## src/sv/assert_macros.svh

```systemverilog
// ---------------------------------------------------------------------------
// Assertion macros
// Shared concurrent assertion wrappers. They compile to nothing in synthesis.
// ---------------------------------------------------------------------------
`ifndef ASSERT_MACROS_SVH
`define ASSERT_MACROS_SVH

`ifndef SYNTHESIS

`define ASSERT_SYNC(lbl, clk, rst_n, prop, msg) \
    lbl: assert property (@(posedge clk) disable iff (!(rst_n)) (prop)) else $error(msg);

`define ASSERT_ANY(lbl, clk, prop, msg) \
    lbl: assert property (@(posedge clk) (prop)) else $error(msg);

`else

`define ASSERT_SYNC(lbl, clk, rst_n, prop, msg)

`define ASSERT_ANY(lbl, clk, prop, msg)

`endif

`endif

```

## src/sv/swm_pkg.sv

```systemverilog
// ---------------------------------------------------------------------------
// Sliding window maximum package
// Shared types and fixed widths of the sliding window maximum block.
// ---------------------------------------------------------------------------
`timescale 1ns / 1ps

package swm_pkg;

    // Width of the result value port and of the window length register.
    localparam int OUT_WIDTH = 32;
    localparam int CFG_WIDTH = 7;
    localparam logic [CFG_WIDTH-1:0] LEN_RESET = 7'd1;

    // Control broadcast from the sequencer to every cell of the chain.
    typedef struct packed {
        logic advance;   // shift the chain and take in the new sample
        logic flush;     // drop every entry at the end of a stream
    } t_cell_ctl;

endpackage

```

## src/sv/swm_cell.sv

```systemverilog
// ---------------------------------------------------------------------------
// Window cell
// Holds the sample of one age in the window and whether it is still a
// candidate for the maximum. On each beat it takes its neighbor's entry.
// ---------------------------------------------------------------------------
`timescale 1ns / 1ps

module swm_cell #(
    parameter int SAMPLE_WIDTH = 32,
    parameter int LEN_W        = 7,
    parameter int INDEX        = 0
) (
    input  logic                    i_clk,
    input  logic                    i_rst_n,
    input  swm_pkg::t_cell_ctl      i_ctl,
    input  logic [LEN_W-1:0]        i_len,
    input  logic [SAMPLE_WIDTH-1:0] i_sample,
    input  logic                    i_prev_valid,
    input  logic [SAMPLE_WIDTH-1:0] i_prev_value,
    output logic                    o_valid,
    output logic [SAMPLE_WIDTH-1:0] o_value
);

    logic                    r_valid;
    logic [SAMPLE_WIDTH-1:0] r_value;
    logic                    w_expired;
    logic                    w_dominated;

    // After the shift this cell holds a sample that is INDEX beats old.
    assign w_expired   = (LEN_W'(INDEX) >= i_len);
    // A newer strictly larger sample can never be the maximum again.
    assign w_dominated = ($signed(i_prev_value) < $signed(i_sample));

    always_ff @(posedge i_clk) begin
        if (!i_rst_n) begin
            r_valid <= 1'b0;
        end else if (i_ctl.flush) begin
            r_valid <= 1'b0;
        end else if (i_ctl.advance) begin
            r_valid <= i_prev_valid && !w_expired && !w_dominated;
        end
    end

    always_ff @(posedge i_clk) begin
        if (i_ctl.advance) begin
            r_value <= i_prev_value;
        end
    end

    assign o_valid = r_valid;
    assign o_value = r_value;

endmodule

```

## config.mk

```make
export PLATFORM = sky130hd
export DESIGN_NAME = swm_cell
export DESIGN_NICKNAME = d
export VERILOG_FILES = /design/src/sv/assert_macros.svh /design/src/sv/swm_pkg.sv /design/src/sv/swm_cell.sv
export SDC_FILE = /design/constraint.sdc
export NUM_CORES = 1
export LEC_CHECK = 0
export BUFFER_PORTS_ARGS = -buffer_cell sky130_fd_sc_hd__buf_2
export CORE_ASPECT_RATIO = 1.25
export CORE_MARGIN = 5
export CORE_UTILIZATION = 45
export CTS_BUF_LIST = sky130_fd_sc_hd__clkbuf_8
export DETAILED_ROUTE_END_ITERATION = 16
export GPL_TIMING_DRIVEN = 0
export PLACE_DENSITY = 0.88
export SLEW_MARGIN = 25
export SYNTH_ARGS = -nofsm -noshare
export SYNTH_HDL_FRONTEND = slang
export SYNTH_SLANG_ARGS = --single-unit
```

## constraint.sdc

```tcl
create_clock -name i_clk -period 3.9 [get_ports i_clk]
set_input_delay 0.585 -clock i_clk [delete_from_list [all_inputs] [get_ports i_clk]]
set_output_delay 0.585 -clock i_clk [all_outputs]
set_load 0.02 [all_outputs]
```

==> metrics.csv, run 1 <==
stage;metric;value;unit
synthesis;Cell Area, Synth;1810;um2
sta;final setup fails;0;
synthesis;Seq/Total Area, Yosys;54.2;%
die;std cell rows;25;
clock_network;CTS tree;built;
synthesis;Synth area leaders;edfxtp_1 53%, ha_1 21%, inv_1 6.6%;
job;max cap viols;0;
global_routing;vias in the first global route;1563;
die;die area;5400;um2
clock_network;clock buffer depth;2;
synthesis;most frequent cells after synthesis;32 x edfxtp_1, 32 x inv_1, 31 x ha_1;
global_routing;Global Route Usage Sum;16.2;%
synthesis;Post-Syn Nets;259;
sta;relative slew slack;51.3;%
synthesis;Post-synth ARST share;0;%
global_routing;Global Route met2 Usage;32.2;%
detailed_routing;residual DRC count;0;
global_routing;layer with the highest usage;met2;
worst_setup_path;CP max-delay cell;a221o_1;
die;Die X;66.7;um
layout;fill count;332;
clock_network;clock latency on the worst-skew pair;280;ps
sta;endpoints failing hold;0;
layout;Area Overhead vs Synth;38.1;%
sta;RSZ-0062 raised after global routing;no;
die;number of I/O pins;109;
clock_network;Root Buffer;clkbuf_8;
layout;design area;2500;um2
synthesis;ys flop type;edfxtp_1;
global_routing;total gr overflow;0;
synthesis;post-synth top area share;53.1;%
die;Initial Util;47.0;%
global_routing;met1 GRT Util;14.6;%
sta;Worst-Margin Slew;730;ps
synthesis;Cells after Synth;152;
synthesis;EDFF count, synth;32;
outcome;outcome;finished clean;
detailed_routing;DR WL/cell;13.5;um
synthesis;#FFs+latches synth;33;
placed_design;dpl hpwl;3710;um
clock_network;Clk pin slew, worst setup/hold paths;70;ps
detailed_routing;first drt pass iteration count;4;
clock_network;Resized cells post-CTS;0;
detailed_routing;number of nets with antenna violations after routing;0;
detailed_routing;1st-iter DRT viols;61;
worst_setup_path;slowest cell delay on critical path;330;ps
power;Max VDD drop;228;uV
layout;fraction of layout cells with a size suffix above 1;42.5;%
detailed_routing;Via Count;1536;
layout;Storage cell area;981;um2
synthesis;Mean Syn Cell Area;11.9;um2
sta;TNS Setup;0;ps
clock_network;TritonCTS Sinks;33;
placed_design;RD Place Congestion;0.756;
synthesis;Ys Warns;0;
sta;final period utilization;56.3;%
worst_setup_path;critical path class;primary input to flop;
die;Die H;80.9;um
clock_network;postcts setup bufs;0;
sta;fin. max-slew vios;0;
clock_network;cts bufs inserted;5;
worst_setup_path;crit path DAT;2360;ps
placed_design;port bufs;108;
clock_network;hold buffer count at CTS;0;
sta;Clock Skew;0;ps
synthesis;Netlist cell types;23;
min_path;HP Class;primary input to flop;
die;Core ar.;3850;um2
placed_design;Cell Area, Placed;2420;um2
power;total power;0.000840;W
global_routing;initial antenna violation count;0;
global_routing;first-pass GRT wire length;6560;um
detailed_routing;Via density;4.77;
detailed_routing;final WL;4340;um
power;Leakage;1.30;nW
synthesis;Yosys top cell by area;edfxtp_1;
worst_setup_path;worst path cell trace;buf_2 -> inv_1 -> ha_1 -> a21oi_1 -> o21ai_0 -> a221o_1 -> a211o_1 -> a31o_1 -> or3_1;
layout;area of the multi-input gates;708;um2
sta;minimum clock period;2200;ps
sta;Max Fclk;455;MHz
layout;antenna fix cells;0;
global_routing;pin count of the biggest net entering global routing;35;
clock_network;H-tree depth;2;
worst_setup_path;critical path capture point type;flop;
worst_setup_path;critical path fanouts, max;2;
worst_setup_path;WP data required;4060;ps
worst_setup_path;Startpoint Class;primary input;
power;pwr dens;336;nW/um2
layout;final layout net count;374;
global_routing;M3 GR Usage;6.22;%
[layout make-up]
cell class	count	area share [%]
Clock buffer	5	2.75
Multi-Input combinational cell	87	28.3
Clock inverter	3	0.501
Inverter	32	4.81
Tap cell	54	2.70
Sequential cell	33	39.3
Timing Repair Buffer	108	21.6
[sequential cells by signal, indices dropped and copies added, names as in the netlist]
register and cells:
o_valid 1, o_value 32
[power by group]
group | internal [W] | switching (W) | leakage [nW]
logic | 0.0000753 | 0.000103 | 0.931
registers | 0.000419 | 0.00000580 | 0.321
clock network | 0.000120 | 0.000117 | 0.0430
[cell families after synthesis]
family	count (synthesis)	share of synthesized area (%)
flops	33	54.2
buf+inv	32	6.64
fa+ha+maj	31	21.4
simple gates	27	8.16
compound gates	29	9.54
[placed cells by master (no fill, tap or decap), types with 2 or more instances in the layout]
| master | Yosys | layout |
|---|---|---|
| a2111oi_0 | 2 | 2 |
| a21o_1 | 2 | 2 |
| a21oi_1 | 15 | 15 |
| buf_2 | 0 | 108 |
| clkbuf_8 | 0 | 5 |
| clkinv_1 | 0 | 2 |
| edfxtp_1 | 32 | 32 |
| ha_1 | 31 | 31 |
| inv_1 | 32 | 32 |
| nand2_1 | 7 | 7 |
| nand3_1 | 3 | 3 |
| nand4_1 | 6 | 6 |
| nor2_1 | 2 | 2 |
| nor3_1 | 2 | 2 |
| nor4_1 | 2 | 2 |
| o21ai_0 | 6 | 6 |
[final timing paths]
| kind | from | depth (start not counted) | end | slack (ps) |
|---|---|---|---|---|
| max | i_sample[21] | 9 | o_valid | 1700 |
| min | i_prev_value[0] | 1 | o_value[0] | 490 |
| max reg2reg | o_valid | 3 | o_valid | 2830 |
| min reg2reg | o_valid | 3 | o_valid | 880 |
[metal layers]
layer	share of wire [%]	wire length (um)
met5	0	0
met4	0.88	38
met3	9.6	418
met2	56	2440
met1	33	1440
[stage by stage]
step                      setup WS [ps]  cells  utilization (%)  hold slack [ps]
final                              1700    322             64.9              495
after detailed placement           1380    314             62.8              776
after global routing               1590    322             64.9              480
after floorplan                    1620    152                -              684
after CTS                          1690    322             64.9              482
after global placement             1430    314             62.8              772
[worst max-delay path, delay by kind of cell]
kind                     cells  cell delay, ps
AND/OR/NAND/NOR              1             290
adder cells (fa/ha/maj)      1             300
buffers and inverters        2             100
AO/OA/AOI/OAI                5            1070
Note: power is estimated with default switching activity, not from simulation.
==> inputs of run 2 (changes only) <==
--- a/config.mk
+++ b/config.mk
@@ -8,11 +8,11 @@
 export BUFFER_PORTS_ARGS = -buffer_cell sky130_fd_sc_hd__buf_2
 export CORE_ASPECT_RATIO = 1.25
 export CORE_MARGIN = 5
-export CORE_UTILIZATION = 45
+export CORE_UTILIZATION = 40
 export CTS_BUF_LIST = sky130_fd_sc_hd__clkbuf_8
 export DETAILED_ROUTE_END_ITERATION = 16
 export GPL_TIMING_DRIVEN = 0
-export PLACE_DENSITY = 0.88
+export PLACE_DENSITY = 0.83
 export SLEW_MARGIN = 25
 export SYNTH_ARGS = -nofsm -noshare
 export SYNTH_HDL_FRONTEND = slang
==> constraint.sdc (replaced) <==
create_clock -name i_clk -period 1.9 [get_ports i_clk]
set_input_delay 0.285 -clock i_clk [delete_from_list [all_inputs] [get_ports i_clk]]
set_output_delay 0.285 -clock i_clk [all_outputs]
set_load 0.02 [all_outputs]
==> metrics.csv, run 2 (same netlist as run 1, synthesis figures left out) <==
stage;metric;value;unit
outcome;outcome;finished clean;
sta;TNS Setup;0;ps
placed_design;RD Place Congestion;0.784;
min_path;worst min-delay path endpoint;o_value[12];
worst_setup_path;crit path DAT;2000;ps
worst_setup_path;Startpoint Class;primary input;
power;Leakage;1.30;nW
global_routing;vias in the first global route;1586;
detailed_routing;Via Count;1543;
die;number of I/O pins;109;
sta;hold slack final;195;ps
sta;final setup fails;0;
clock_network;CTS tree;built;
sta;RSZ-0062 raised after global routing;no;
clock_network;Clk pin slew, worst setup/hold paths;60;ps
power;Switch Pwr;0.000481;W
layout;antenna fix cells;0;
power;P_int;0.00128;W
clock_network;clock latency on the worst-skew pair;270;ps
die;Initial Util;41.2;%
global_routing;initial antenna violation count;0;
sta;Max Fclk;545;MHz
layout;Core Util, Final;60.1;%
detailed_routing;1st-iter DRT viols;60;
layout;Post-Layout Cell Count;327;
sta;relative slew slack;48.4;%
detailed_routing;final WL;4390;um
die;Die X;70.2;um
worst_setup_path;reg2reg end;o_valid;
die;std cell rows;27;
layout;max FFs per register;32;
worst_setup_path;r2r setup slk;820;ps
placed_design;port bufs;108;
worst_setup_path;worst path cell trace;buf_2 -> inv_1 -> ha_4 -> nand4_1 -> nor2_1 -> a221o_1 -> a211o_1 -> a31o_1 -> or3_1;
clock_network;H-tree depth;2;
layout;most common cell after layout, fill and taps aside;buf_2;
worst_setup_path;critical path class;primary input to flop;
min_path;HP Class;primary input to flop;
detailed_routing;residual DRC count;0;
worst_setup_path;critical path fanouts, max;3;
die;Core ar.;4390;um2
placed_design;placed cell count;318;
min_path;worst hold stages;1;
die;die area;5980;um2
clock_network;cts bufs inserted;5;
sta;minimum clock period;1840;ps
detailed_routing;DR WL/cell;13.4;um
worst_setup_path;CP max-delay cell;a221o_1;
sta;final period utilization;96.6;%
power;pwr dens;667;nW/um2
global_routing;total gr overflow;0;
power;Switching Share;27.3;%
power;Clock Power Share;27.7;%
detailed_routing;Via density;4.72;
power;sequential power share;49.5;%
global_routing;pin count of the biggest net entering global routing;35;
global_routing;first-pass GRT wire length;6960;um
job;max cap viols;0;
sta;endpoints failing hold;0;
worst_setup_path;critical path capture point type;flop;
sta;Final WS setup;64.5;ps
power;Max VDD drop;295;uV
clock_network;TritonCTS Sinks;33;
worst_setup_path;worst r2r path cells;3;
layout;final layout net count;375;
min_path;Hold Crit Start;i_prev_value[12];
clock_network;Root Buffer;clkbuf_8;
power;Comb pwr share;22.8;%
worst_setup_path;WP data required;2060;ps
sta;Clock Skew;0;ps
worst_setup_path;slowest cell delay on critical path;330;ps
global_routing;Global Route Usage Sum;14.9;%
sta;Worst-Margin Slew;773;ps
worst_setup_path;RR Startpoint;o_valid;
layout;Area Overhead vs Synth;45.9;%
detailed_routing;first drt pass iteration count;4;
layout;most frequent cells in the layout;108 x buf_2, 32 x edfxtp_1, 26 x inv_1;
layout;fraction of layout cells with a size suffix above 1;49.8;%
die;Die H;85.2;um
detailed_routing;number of nets with antenna violations after routing;0;
placed_design;dpl hpwl;3730;um
placed_design;pre-CTS WS;-245;ps
sta;fin. max-slew vios;0;
clock_network;clock buffer depth;2;
==> run 2: cell types whose count changed in the layout (fill, tap and decap cells not counted), moves of 2 or more <==
cell,delta
inv_1,-6
inv_2,+9
ha_1,-10
clkinv_1,-2
ha_4,+10
==> run 2: what timing repair did <==
action / in CTS / in global routing
gates resized for setup: 0 / 0
endpoints found under the setup margin: 0 / 1
setup buffers: 0 / 1
hold buffers: 0 / 0
==> run 2: layer usage <==
layer  part of all wire, %  global-route usage (%)  routed length, um
met5                     0                       0                  0
met3                    11                    7.11                503
met2                    52                    28.5               2290
met1                    35                    13.7               1550
met4                   1.2                    4.70                 51
==> run 2: critical path: cells and delay by family <==
family                   cells  cell delay [ps]
AO/OA/AOI/OAI                3              790
buffers and inverters        2              190
adder cells (fa/ha/maj)      1              210
AND/OR/NAND/NOR              3              520
==> run 2: power groups by stage <==
stage / Combinational [W] / Sequential, W / Clock [W]
floorplan: 0.000133 / 0.000966 / 0
global placement: 0.000391 / 0.000886 / 0
detailed placement: 0.000405 / 0.000888 / 0
CTS: 0.000407 / 0.000873 / 0.000512
global route: 0.000449 / 0.000877 / 0.000546
finish: 0.000401 / 0.000872 / 0.000488
==> run 2: layout make-up <==
| class | instances | area [um2] |
|---|---|---|
| fill | 383 | 1750 |
| sequential | 33 | 981 |
| multi-input combinational | 87 | 837 |
| timing repair buffer | 109 | 548 |
| inverter | 32 | 120 |
| tap | 58 | 72.6 |
| clock buffer | 5 | 68.8 |
| clock inverter | 3 | 11.3 |
==> run 2: how the worst max path moves through the flow <==
stage / from / to / cells past startpoint
after floorplan: i_sample[31] / o_valid / 8
after global placement: i_prev_value[30] / o_valid / 8
after detailed placement: i_prev_value[30] / o_valid / 8
after CTS: i_prev_value[30] / o_valid / 8
after global routing: i_sample[27] / o_valid / 9
final: i_sample[27] / o_valid / 9
==> run 2: through the flow <==
stage          cell area [um2]  power [W]
3_3_place_gp              2550    0.00128
2_1_floorplan             1940    0.00110
5_1_grt                   2640    0.00187
6_report                  2640    0.00176
3_5_place_dp              2550    0.00129
4_1_cts                   2630    0.00179
